### src/hw/rtl/mmhp_pkg.sv
// ----------------------------------------------------------------------------
// mmhp_pkg - shared types and constants of the min/max height pyramid
// command and status codes, field widths and the level base helper
// ----------------------------------------------------------------------------
`default_nettype none

package mmhp_pkg;

	// field widths of the stream beats
	localparam int CMD_W    = 2;
	localparam int SX_W     = 7;
	localparam int HEIGHT_W = 16;
	localparam int QLVL_W   = 3;
	localparam int QPOS_W   = 6;
	localparam int STS_W    = 2;
	localparam int S_DATA_W = 48;
	localparam int M_DATA_W = 32;

	// command codes
	localparam logic [CMD_W-1:0] CMD_WRITE = 2'd0;
	localparam logic [CMD_W-1:0] CMD_BUILD = 2'd1;
	localparam logic [CMD_W-1:0] CMD_QUERY = 2'd2;

	// result status codes
	localparam logic [STS_W-1:0] STS_OK        = 2'd0;
	localparam logic [STS_W-1:0] STS_NOT_BUILT = 2'd1;
	localparam logic [STS_W-1:0] STS_RANGE     = 2'd2;
	localparam logic [STS_W-1:0] STS_BUILT     = 2'd3;

	// status of the build sequencer
	typedef struct packed {
		logic busy;
		logic done;
	} bld_sts_t;

	// first pyramid entry of a level, levels stored finest first
	function automatic int level_base(input int seg_log2, input int lvl);
		int b;
		b = 0;
		for (int k = 0; k < lvl; k++) begin
			b = b + (1 << (2 * (seg_log2 - k)));
		end
		return b;
	endfunction

endpackage

`default_nettype wire

### src/hw/rtl/mmhp_build.sv
// ----------------------------------------------------------------------------
// mmhp_build - pyramid build sequencer
// walks every node level by level, reads four children, writes min/max back
// ----------------------------------------------------------------------------
`default_nettype none

module mmhp_build #(
	parameter int SEGMENT_LOG2 = 6,
	parameter int HAW          = 13,
	parameter int PAW          = 13,
	parameter int LVW          = 3
) (
	input  wire logic                          clk,
	input  wire logic                          arst_n,
	input  wire logic                          start,
	output logic                               h_re,
	output logic      [HAW-1:0]                h_raddr,
	input  wire logic [mmhp_pkg::HEIGHT_W-1:0] h_rdata,
	output logic                               p_re,
	output logic      [PAW-1:0]                p_raddr,
	input  wire logic [2*mmhp_pkg::HEIGHT_W-1:0] p_rdata,
	output logic                               p_we,
	output logic      [PAW-1:0]                p_waddr,
	output logic      [2*mmhp_pkg::HEIGHT_W-1:0] p_wdata,
	output logic      [mmhp_pkg::HEIGHT_W-1:0] root_min,
	output logic      [mmhp_pkg::HEIGHT_W-1:0] root_max,
	output mmhp_pkg::bld_sts_t                 sts
);

	localparam int S      = SEGMENT_LOG2;
	localparam int PDEPTH = ((1 << (2 * (S + 1))) - 1) / 3;
	localparam int HW     = mmhp_pkg::HEIGHT_W;
	localparam logic [1:0] PH_LAST = 2'd3;

	logic [PAW-1:0] lvl_base [2**LVW];

	for (genvar g = 0; g < 2**LVW; g++) begin : g_base
		if (g <= S) begin : g_used
			assign lvl_base[g] = PAW'(mmhp_pkg::level_base(S, g));
		end else begin : g_unused
			assign lvl_base[g] = '0;
		end
	end

	// walk counters
	logic [LVW-1:0] lvl_q;
	logic [S-1:0]   z_q;
	logic [S-1:0]   x_q;
	logic [1:0]     ph_q;
	logic           iss_q;
	logic [PAW-1:0] wr_addr_q;

	// read return stage
	logic           v_s1;
	logic [1:0]     ph_s1;
	logic           lvl0_s1;
	logic           fin_s1;

	logic [HW-1:0]  acc_min_q;
	logic [HW-1:0]  acc_max_q;
	logic           done_q;
	logic [HW-1:0]  root_min_q;
	logic [HW-1:0]  root_max_q;

	logic [S-1:0]   lim;
	logic [S:0]     cz;
	logic [S:0]     cx;
	logic [S:0]     hz;
	logic [S:0]     hx;
	logic [LVW-1:0] lm1;
	logic [LVW-1:0] csh;
	logic           node_end;
	logic [HW-1:0]  d_min;
	logic [HW-1:0]  d_max;
	logic [HW-1:0]  n_min;
	logic [HW-1:0]  n_max;
	logic           first;

	assign lim      = {S{1'b1}} >> lvl_q;
	assign cz       = {z_q, ph_q[0]};
	assign cx       = {x_q, ph_q[1]};
	assign hz       = {1'b0, z_q} + (S+1)'(ph_q[0]);
	assign hx       = {1'b0, x_q} + (S+1)'(ph_q[1]);
	assign lm1      = lvl_q - LVW'(1);
	assign csh      = LVW'(S) - lm1;
	assign node_end = (ph_q == PH_LAST);

	// level 0 reads four corner samples, higher levels four child nodes
	assign h_re    = iss_q && (lvl_q == '0);
	assign h_raddr = (HAW'(hz) << S) + HAW'(hz) + HAW'(hx);
	assign p_re    = iss_q && (lvl_q != '0);
	assign p_raddr = lvl_base[lm1] + (PAW'(cz) << csh) + PAW'(cx);

	always_ff @(posedge clk or negedge arst_n) begin
		if (!arst_n) begin
			lvl_q     <= '0;
			z_q       <= '0;
			x_q       <= '0;
			ph_q      <= '0;
			iss_q     <= 1'b0;
			wr_addr_q <= '0;
			v_s1      <= 1'b0;
			ph_s1     <= '0;
			lvl0_s1   <= 1'b0;
			fin_s1    <= 1'b0;
			done_q    <= 1'b0;
		end else begin
			v_s1    <= iss_q;
			ph_s1   <= ph_q;
			lvl0_s1 <= (lvl_q == '0);
			fin_s1  <= node_end && (lvl_q == LVW'(S));
			done_q  <= v_s1 && (ph_s1 == PH_LAST) && fin_s1;
			if (p_we) begin
				wr_addr_q <= wr_addr_q + PAW'(1);
			end
			if (start) begin
				lvl_q     <= '0;
				z_q       <= '0;
				x_q       <= '0;
				ph_q      <= '0;
				iss_q     <= 1'b1;
				wr_addr_q <= '0;
			end else if (iss_q) begin
				ph_q <= ph_q + 2'd1;
				if (node_end) begin
					if (x_q == lim) begin
						x_q <= '0;
						if (z_q == lim) begin
							z_q <= '0;
							if (lvl_q == LVW'(S)) begin
								iss_q <= 1'b0;
							end else begin
								lvl_q <= lvl_q + LVW'(1);
							end
						end else begin
							z_q <= z_q + S'(1);
						end
					end else begin
						x_q <= x_q + S'(1);
					end
				end
			end
		end
	end

	// fold the returning corner sample or child node into the running min/max
	assign d_min = lvl0_s1 ? h_rdata : p_rdata[HW-1:0];
	assign d_max = lvl0_s1 ? h_rdata : p_rdata[2*HW-1:HW];
	assign first = (ph_s1 == 2'd0);
	assign n_min = (first || (d_min < acc_min_q)) ? d_min : acc_min_q;
	assign n_max = (first || (d_max > acc_max_q)) ? d_max : acc_max_q;

	always_ff @(posedge clk) begin
		if (v_s1) begin
			acc_min_q <= n_min;
			acc_max_q <= n_max;
		end
		if (v_s1 && (ph_s1 == PH_LAST) && fin_s1) begin
			root_min_q <= n_min;
			root_max_q <= n_max;
		end
	end

	// nodes are finished in storage order, so the write address just counts
	assign p_we    = v_s1 && (ph_s1 == PH_LAST);
	assign p_waddr = wr_addr_q;
	assign p_wdata = {n_max, n_min};

	assign root_min = root_min_q;
	assign root_max = root_max_q;
	assign sts.busy = iss_q | v_s1;
	assign sts.done = done_q;

`ifndef SYNTHESIS
	a_no_same_entry: assert property (@(posedge clk) disable iff (!arst_n)
		(p_re && p_we) |-> (p_raddr != p_waddr))
		else $error("pyramid read and write hit the same entry");

	a_wr_in_depth: assert property (@(posedge clk) disable iff (!arst_n)
		p_we |-> (wr_addr_q <= PAW'(PDEPTH - 1)))
		else $error("pyramid write beyond the last node");
`endif

endmodule

`default_nettype wire

### config.mk
export PLATFORM = sky130hd
export DESIGN_NAME = mmhp_build
export DESIGN_NICKNAME = d
export VERILOG_FILES = /design/src/hw/rtl/mmhp_pkg.sv /design/src/hw/rtl/mmhp_build.sv
export SDC_FILE = /design/constraint.sdc
export NUM_CORES = 1
export LEC_CHECK = 0
export ABC_CLOCK_PERIOD_IN_PS = 10200
export BUFFER_PORTS_ARGS = -buffer_cell sky130_fd_sc_hd__buf_2
export CORE_UTILIZATION = 45
export CTS_CLUSTER_DIAMETER = 30
export CTS_CLUSTER_SIZE = 25
export DETAILED_ROUTE_END_ITERATION = 10
export GPL_ROUTABILITY_DRIVEN = 0
export PLACE_DENSITY = 0.65
export REMOVE_ABC_BUFFERS = 1
export SETUP_SLACK_MARGIN = 0.3
export SYNTH_ARGS = -nofsm -noshare
export SYNTH_HDL_FRONTEND = slang
export SYNTH_SLANG_ARGS = --single-unit
### constraint.sdc
create_clock -name clk -period 10.2 [get_ports clk]
set_input_delay 0 -clock clk [delete_from_list [all_inputs] [get_ports clk]]
set_output_delay 0 -clock clk [all_outputs]
set_load 0.02 [all_outputs]
==> impl_metrics.tcl, run 1 <==
set metrics [dict create \
    critPathBufInv 4 \
    setup_viol 0 \
    slew_headroom_pct 43.4 \
    grt_overflow_total 0 \
    rsz0062_at_grt "no" \
    dp.cells 1008 \
    hold_path.class "input pin to flop" \
    finalNonFillerCells 1025 \
    ctsHtreeMaxLevel 3 \
    drt_first_pass_iters 4 \
    netlist_top_cells_count "inv_1 (82), ha_1 (68), edfxtp_1 (64), o21ai_0 (54)" \
    die_y_um 127 \
    required_ns 10.20 \
    critPathLaunchType "flop" \
    min_to "root_max[0]$_DFFE_PP_" \
    synthesis.area_mm2 0.00702 \
    wl_met3_um 719 \
    synth_seq_area_share_pct 40.6 \
    max_freq_mhz 200 \
    async_flop_share_pct 36.6 \
    arrival_ns 5.00 \
    r2r-end "acc_max_q[4]$_DFFE_PP_" \
    outcome "complete, no violations" \
    grt_use_total_pct 20.2 \
    synthCells 686 \
    yosysTopAreaCell "edfxtp_1" \
    nets 957 \
    drv_slew 0 \
    final_layout_size_suffix_gt1_share_pct 27.0 \
    post_drt_via_cell_ratio 5.42 \
    area_growth_syn_to_layout_pct 17.7 \
    critPathSlowestCell "dfrtp_1" \
    initial_utilization_pct 46.2 \
    die-area_mm2 0.0161 \
    clock_sinks 101 \
    tightest_slew_ns 0.850 \
    wl_met2_um 7970 \
    synth_area_per_cell_um2 10.2 \
    cp_top_family "adder cells" \
    critPathMostFrequentCell "ha_1" \
    die_x_um 127 \
    cts_buffers 9 \
    fin_area_mm2 0.00827 \
    clock-skew-final_ns 0.00765 \
    r2r_start "lvl0_s1$_DFF_PN0_" \
    postCtsSetupRepairBufs 0 \
    ant_nets 0 \
    synth_flop_cell "edfxtp_1" \
    n_antenna_cell 0 \
    wire_per_inst_um 15.7 \
    hold_viol_final 0 \
    reg2reg_slack_ns 6.68 \
    root_buffer "clkbuf_16" \
    p_leak_nw 4.08 \
    ir_drop_mv 0.0761 \
    pin_count 159 \
    yosysUniqueCellTypes 69 \
    wl_um 16100 \
    clk_pin_slew_ns 0.07 \
    slowest_delay_ns 0.68 \
    hold_start "p_rdata[16]" \
    power-per-cell-area_mw_per_mm2 136 \
    cp-end-kind "output pin" \
    post-route-min-period_ns 5.00 \
    crit_type "flop to output pin" \
    grt_pass1_wl_um 26000 \
    fin_crit_sh_pct 49.1 \
    vias 5553 \
    fin_tns_setup_ns 0 \
    synth_warnings 0 \
    cp_max_fo 17 \
    grt_max_degree 48 \
    synth_edf_count 64 \
    cp-startpoint "lvl_q[0]$_DFFE_PN0P_" \
    drc_errors 0 \
    hpwl_um 12300 \
    port_buffers 158 \
    yosysMostFrequentCell "inv_1" \
    synth_top_area_share_pct 27.4 \
    first_iter_violations 293 \
    grt_pass1_vias 5340 \
    row_count 45 \
    min_path_cells 3 \
    ys_ff_latch 101 \
    reg2regPathDepth 8 \
    synth_area_leaders "edfxtp_1 (27%), dfrtp_1 (13%), ha_1 (12%)" \
    top_layer_used "met4" \
    cts_tree "built" \
    cap_viol_max_count 0 \
    m1WireLength_um 7190 \
    antenna_found_initial 0 \
    cp_cell_sequence "inv_1, ha_1, ha_1, inv_1, ha_1, or2_2, fa_1, inv_1, ha_1, nand3_1, a21oi_1, a311oi_1, o21ai_0, xnor2_1, buf_2" \
    core_area_mm2 0.0152 \
    clk-insertion-delay-late_ns 0.34 \
    place_area_mm2 0.00794 \
    cts_max_path_buffers 2 \
]
[cells by family (layout without fill, tap and decap cells)]
group / after synthesis / count (layout) / synth area share [%]
muxes: 45 / 45 / 8.20
AOI/OAI and AO/OA: 137 / 137 / 12.6
xor gates and xnor gates: 46 / 46 / 5.74
buffers and inverters: 110 / 261 / 6.31
and+or+nand+nor: 173 / 173 / 12.8
adders and majority gates: 74 / 74 / 13.8
DFF: 101 / 101 / 40.6
[worst reg2reg max path: cells and delay by family, from the launching register on]
| family | cells | cell delay, ns |
|---|---|---|
| adder cells (fa/ha/maj) | 1 | 0.35 |
| AO/OA/AOI/OAI | 3 | 1.03 |
| multiplexers | 1 | 0.45 |
| flip-flops | 1 | 0.33 |
| buffers and inverters | 1 | 0.37 |
| AND/OR/NAND/NOR | 2 | 0.74 |
[state kept, by name, indices dropped and copies added, names as in the netlist]
name and cells:
lvl_q 3, root_max 16, v_s1 1, p_waddr 13, x_q 6, iss_q 1, z_q 6, done_q 1
acc_max_q 16, acc_min_q 16, ph_s1 2, lvl0_s1 1, fin_s1 1, root_min 16, ph_q 2
[stage by stage]
step / utilization (%) / hold WS, ns / worst slack (ns) / total power [mW]
after CTS: 54.4 / 0.156 / 5.19 / 1.13
after global routing: 54.4 / 0.204 / 4.71 / 1.18
final: 54.4 / 0.175 / 5.20 / 1.12
after floorplan: - / -0.296 / 5.77 / 0.683
after global placement: 52.2 / 0.144 / 5.82 / 0.762
after detailed placement: 52.2 / 0.158 / 5.59 / 0.771
[area by class of cell]
cell class | count | area, um^2
clock inverters | 4 | 53.8
well taps | 188 | 235
flip-flops and latches | 101 | 2850
fillers | 1331 | 6940
clock buffers | 12 | 260
repair buffers | 163 | 831
inverters | 82 | 308
multi-input cells | 475 | 3730
[layout by cell type (no fill, tap or decap), types with 8 or more instances in the layout]
master and count:
buf_2 158, inv_1 82, ha_1 68, edfxtp_1 64, o21ai_0 54, nand2_1 41, nor2_1 41, dfrtp_1 37
a21oi_1 27, xnor2_1 25, mux2_2 24, xor2_1 21, nand3_1 16, nand4_1 11, and3_1 10, mux2_4 9
clkbuf_16 9, nor2b_1 8, mux2i_1 8, nor3_1 8, a21o_1 8
[worst max-delay path by stage]
stage / cells after the start / endpoint
after floorplan: 13 / p_raddr[9]
after global placement: 15 / p_raddr[12]
after detailed placement: 15 / p_raddr[12]
after CTS: 15 / p_raddr[12]
after global routing: 15 / p_raddr[12]
final: 15 / p_raddr[12]
[layer usage]
layer	vias up	GRT usage, %
met5	-	0
met4	0	5.46
met3	18	2.91
met2	145	35.8
met1	2667	25.6
li1	2723	-
[report_power, final]
| part | leakage (nW) | total [mW] | switching (mW) | internal (mW) |
|---|---|---|---|---|
| clock | 0.157 | 0.359 | 0.151 | 0.208 |
| sequential | 1.12 | 0.494 | 0.0210 | 0.473 |
| combinational | 2.80 | 0.268 | 0.157 | 0.111 |
[what timing repair did]
action / 4_1_cts / 5_1_grt
hold buffers: 1 / 0
resized for setup: 0 / 0
endpoints found under the hold margin: 37 / 0
No activity file was read; power rests on OpenSTA's default activity.
==> inputs of run 2 (changes only) <==
ABC_CLOCK_PERIOD_IN_PS = 4200   (was 10200)
PLACE_DENSITY = 0.68   (was 0.65)
clock period = 4.2 ns   (was 10.2 ns; I/O delays follow)
==> run 2 against run 1 <==
First-iteration DRC count rose by 8.9%. Total power rose by 140%. Worst hold slack got worse by 0.0063 ns. Non-clock buffer count rose by 12. Clock skew rose by 0.0067 ns. Combinational power rose to 2.5 times the previous value. Clock power rose by 120%. Clock-buffer cell count fell by 3. Final cell count rose by 1.2%. Flip-flop and latch count did not move. Critical path type unchanged. Critical endpoint unchanged. Via count fell by 0.52%. Register-to-register slack got worse by 5.9 ns.
==> impl_metrics.tcl, run 2 (synthesis gave the netlist of run 1 again) <==
set metrics [dict create \
    row_count 45 \
    vias 5524 \
    cts_tree "built" \
    die-area_mm2 0.0161 \
    post_drt_via_cell_ratio 5.33 \
    layout_commonest_cell "buf_2" \
    r2r-end "root_max[15]$_DFFE_PP_" \
    slew_headroom_pct 43.8 \
    required_ns 4.20 \
    clock-skew-final_ns 0.0143 \
    post-route-util_pct 55.5 \
    final_layout_size_suffix_gt1_share_pct 30.0 \
    setup_viol 0 \
    grt_pass1_vias 5092 \
    grt_overflow_total 0 \
    p_leak_nw 4.13 \
    place_area_mm2 0.00803 \
    final_cell_mix "buf_2 (157), inv_1 (80), edfxtp_1 (64), ha_1 (62), o21ai_0 (52)" \
    ant_nets 0 \
    n_antenna_cell 0 \
    finalNonFillerCells 1037 \
    cts_buffers 9 \
    drv_slew 0 \
    hold_start "start" \
    hold_viol_final 0 \
    cp_cell_sequence "inv_4, ha_4, ha_4, inv_1, ha_4, buf_6, nor2_1, a21oi_1, ha_1, ha_1, a21o_1, a311oi_2, buf_4, o21ai_1, xnor2_1, buf_2" \
    arrival_ns 3.74 \
    die_y_um 127 \
    wire_per_inst_um 15.1 \
    fin_ws_ns 0.456 \
    die_x_um 127 \
    initial_utilization_pct 46.2 \
    critPathSlowestCell "dfrtp_1" \
    clock_sinks 101 \
    area_growth_syn_to_layout_pct 20.2 \
    pin_count 159 \
    fin_tns_setup_ns 0 \
    min_to "p_waddr[12]$_DFFE_PN0P_" \
    min_path_cells 2 \
    tightest_slew_ns 0.843 \
    clk_pin_slew_ns 0.08 \
    ir_drop_mv 0.188 \
    cap_viol_max_count 0 \
    hpwl_um 11900 \
    crit_type "flop to output pin" \
    reg2regPathDepth 10 \
    reg2reg_slack_ns 0.81 \
    outcome "complete, no violations" \
    critPathMostFrequentCell "ha_4" \
    drt_first_pass_iters 4 \
    critPathLaunchType "flop" \
    fin_area_mm2 0.00844 \
    r2r_start "lvl0_s1$_DFF_PN0_" \
    rsz0062_at_grt "no" \
    grt_pass1_wl_um 24900 \
    root_buffer "clkbuf_16" \
    cp-startpoint "lvl_q[0]$_DFFE_PN0P_" \
    grt_max_degree 48 \
    port_buffers 158 \
    cp_max_fo 16 \
    core_area_mm2 0.0152 \
    max_freq_mhz 267 \
    ctsHtreeMaxLevel 3 \
    cp-end-kind "output pin" \
    cts_max_path_buffers 2 \
    dp.cells 1019 \
    pre_cts_ws_ns 0.299 \
    wl_um 15700 \
    slowest_delay_ns 0.41 \
    hold_path.class "input pin to flop" \
    nets 969 \
    first_iter_violations 319 \
    grt_use_total_pct 19.6 \
    power-per-cell-area_mw_per_mm2 315 \
    post-route-min-period_ns 3.74 \
    clk-insertion-delay-late_ns 0.35 \
    fin_crit_sh_pct 89.1 \
    antenna_found_initial 0 \
    drc_errors 0 \
]
## run 2: changes by cell type in the layout (fill, tap and decap cells not counted), moves of 2 or more
| cell | delta |
|---|---|
| buf_4 | +11 |
| ha_1 | -6 |
| ha_4 | +5 |
| a21oi_1 | -4 |
| a21oi_2 | +4 |
| buf_6 | +2 |
| clkbuf_8 | -2 |
| clkinv_2 | +2 |
| inv_1 | -2 |
| inv_8 | +2 |
| o21ai_0 | -2 |
| o21ai_1 | +2 |
## run 2: worst max path at each step
stage,end,slack (ns),cells past startpoint
finish,p_raddr[12],0.46,16
detailed placement,p_raddr[12],0.30,16
CTS,p_raddr[12],0.30,17
global placement,p_raddr[12],0.35,16
floorplan,p_raddr[9],-0.23,13
global route,p_raddr[12],0.30,17
## run 2: where the power goes
part	internal (mW)	leakage (nW)	total [mW]	switching, mW
clock network	0.413	0.144	0.802	0.390
logic	0.277	2.87	0.671	0.393
registers	1.15	1.12	1.19	0.0390
total	1.84	4.13	2.66	0.822
## run 2: routing by layer
metal / vias to the layer above / share of wire, % / global-route usage (%)
met5: - / 0 / 0
met4: 0 / 1.8 / 7.00
met2: 146 / 49 / 34.2
li1: 2742 / - / -
met3: 21 / 4.4 / 2.99
met1: 2615 / 45 / 24.7
## run 2: metrics by stage
step	total power, mW	hold WS (ns)
finish	2.66	0.169
global route	2.81	0.197
CTS	2.69	0.158
detailed placement	1.88	0.160
global placement	1.87	0.160
floorplan	1.66	-0.296
## run 2: critical path, delay by kind of cell, from the launching register on
family / cells / cell delay [ns]
compound gates: 4 / 0.72
xor+xnor: 1 / 0.15
fa+ha+maj: 5 / 1.37
buf+inv: 5 / 0.67
flops: 1 / 0.41
simple gates: 1 / 0.06
## run 2: repair_timing
action | in CTS | in global routing
endpoints found under the hold margin | 37 | 0
gates resized for setup | 8 | 18
setup endpoints to repair | 6 | 7
hold buffers | 1 | 0
buffers inserted | 1 | 0
pin swaps | 3 | 7
## run 2: area by class of cell
type,count,area [um^2]
timing repair buffer,175,931
inverter,82,310
sequential,101,2850
fill,1342,6760
clock buffer,9,225
clock inverter,7,58.8
multi-input combinational,475,3830
tap,188,235
==> inputs of run 3 (changes only) <==
CELL_PAD_IN_SITES_DETAIL_PLACEMENT = 1   (was default)
CELL_PAD_IN_SITES_GLOBAL_PLACEMENT = 2   (was default)
CORE_UTILIZATION = 31   (was 45)
PLACE_DENSITY = default   (was 0.68)
PLACE_DENSITY_LB_ADDON = 0.05   (was default)
==> run 3 against run 2 <==
Setup slack improved by 0.0089 ns. Clock skew barely moved. Maximum frequency rose by 0.24%. Critical path type unchanged. Worst hold slack got worse by 0.022 ns. Final cell count rose by 8.6%. Wire length rose by 25%. Critical endpoint is now p_raddr[8]. Clock power rose by 3.4%. Total power rose by 2.2%. Highest routed layer unchanged. Global-route usage fell by 2.2 points. Clock-buffer cell count did not move.
==> impl_metrics.tcl, run 3 (synthesis gave the netlist of run 1 again) <==
set metrics [dict create \
    power-per-cell-area_mw_per_mm2 317 \
    hold_viol_final 0 \
    layout_commonest_cell "buf_2" \
    clock-skew-final_ns 0.0141 \
    max_freq_mhz 268 \
    cp-startpoint "lvl_q[0]$_DFFE_PN0P_" \
    hpwl_um 15100 \
    cap_viol_max_count 0 \
    finalNonFillerCells 1126 \
    slowest_delay_ns 0.48 \
    initial_utilization_pct 31.9 \
    ant_nets 0 \
    die-area_mm2 0.0233 \
    hold_start "start" \
    arrival_ns 3.74 \
    antenna_found_initial 0 \
    reg2regPathDepth 9 \
    core_area_mm2 0.0220 \
    wl_met3_um 564 \
    cp_cell_sequence "inv_4, ha_4, ha_4, inv_1, ha_4, or2_2, fa_1, inv_1, ha_1, nand3_1, a21oi_2, a311oi_4, buf_4, xnor2_1, buf_2" \
    clk-insertion-delay-late_ns 0.36 \
    ir_drop_mv 0.153 \
    critPathLaunchType "flop" \
    vias 5614 \
    reg2reg_slack_ns 0.90 \
    cts_max_path_buffers 2 \
    grt_pass1_wl_um 32100 \
    fin_crit_sh_pct 88.9 \
    nets 966 \
    die_y_um 153 \
    r2r-end "root_max[5]$_DFFE_PP_" \
    p_leak_nw 4.12 \
    top_layer_used "met4" \
    cp-endpoint "p_raddr[8]" \
    final_cell_mix "buf_2 (155), inv_1 (80), edfxtp_1 (64), ha_1 (59), o21ai_0 (52)" \
    cts_buffers 9 \
    drv_slew 0 \
    hold_path.class "input pin to flop" \
    clk_pin_slew_ns 0.08 \
    n_antenna_cell 0 \
    required_ns 4.20 \
    pin_count 159 \
    rsz0062_at_grt "no" \
    place_area_mm2 0.00810 \
    slew_headroom_pct 38.7 \
    grt_pass1_vias 5993 \
    critPathMostFrequentCell "ha_4" \
    grt_max_degree 48 \
    critPathSlowestCell "fa_1" \
    wl_met2_um 10100 \
    cp-end-kind "output pin" \
    outcome "complete, no violations" \
    r2r_start "lvl0_s1$_DFF_PN0_" \
    fin_area_mm2 0.00857 \
    ctsHtreeMaxLevel 3 \
    cts_tree "built" \
    first_iter_violations 198 \
    area_growth_syn_to_layout_pct 22.1 \
    wire_per_inst_um 17.5 \
    tightest_slew_ns 0.920 \
    clock_sinks 101 \
    drc_errors 0 \
    setup_viol 0 \
    dp.cells 1106 \
    holdWs_ns 0.147 \
    post-route-min-period_ns 3.74 \
    post_drt_via_cell_ratio 4.99 \
    grt_overflow_total 0 \
    die_x_um 153 \
    cp_max_fo 6 \
    crit_type "flop to output pin" \
    root_buffer "clkbuf_16" \
    final_layout_size_suffix_gt1_share_pct 30.0 \
    row_count 54 \
    drt_first_pass_iters 10 \
    m1WireLength_um 8710 \
    grt_use_total_pct 17.5 \
    wl_um 19700 \
    port_buffers 158 \
]
[run 3: final cells by class]
type                    count  area (um^2)
flip-flops and latches    101         2850
clock inverters             7         56.3
inverters                  82          310
fillers                  2503        13500
multi-input cells         475         3850
well taps                 280          350
clock buffers               9          225
repair buffers            172          935
[run 3: power by group]
part           switching, mW  internal [mW]  total, mW
logic                  0.400          0.290      0.690
registers             0.0522           1.15       1.20
clock network          0.418          0.412      0.829
[run 3: worst max-delay path, delay by kind of cell, from the launching register on]
family | cells | cell delay, ns
fa+ha+maj | 5 | 1.48
buf+inv | 5 | 0.58
simple gates | 2 | 0.43
flops | 1 | 0.40
compound gates | 2 | 0.38
xor+xnor | 1 | 0.11
[run 3: metrics by stage]
step	setup WS (ns)	TNS, ns	utilization, %	power (mW)
final	0.465	0	38.9	2.72
after global routing	0.310	0	38.9	2.89
after CTS	0.300	0	38.6	2.78
after detailed placement	0.215	0	36.8	1.90
after global placement	0.363	0	36.8	1.88
after floorplan	-0.226	-0.226	-	1.66
[run 3: repair_timing]
| item | CTS | global route |
|---|---|---|
| hold endpoints to repair | 37 | 0 |
| pin swaps | 3 | 9 |
| hold buffers | 1 | 0 |
| resized for setup | 13 | 16 |
| setup endpoints to repair | 9 | 6 |
| buffers inserted | 2 | 1 |
[run 3: how the worst min path moves through the flow]
stage | endpoint | depth (start not counted)
after detailed placement | p_waddr[11]$_DFFE_PN0P_ | 1
after global routing | lvl_q[0]$_DFFE_PN0P_ | 3
final | lvl_q[0]$_DFFE_PN0P_ | 3
after CTS | lvl_q[0]$_DFFE_PN0P_ | 3
after global placement | done_q$_DFF_PN0_ | 1
after floorplan | done_q$_DFF_PN0_ | 0
[run 3: layer usage]
layer  vias up  GRT usage, %
met5         -             0
met4         0          4.67
met3        16          3.75
met2        86          31.4
met1      2774          21.0
li1       2738             -
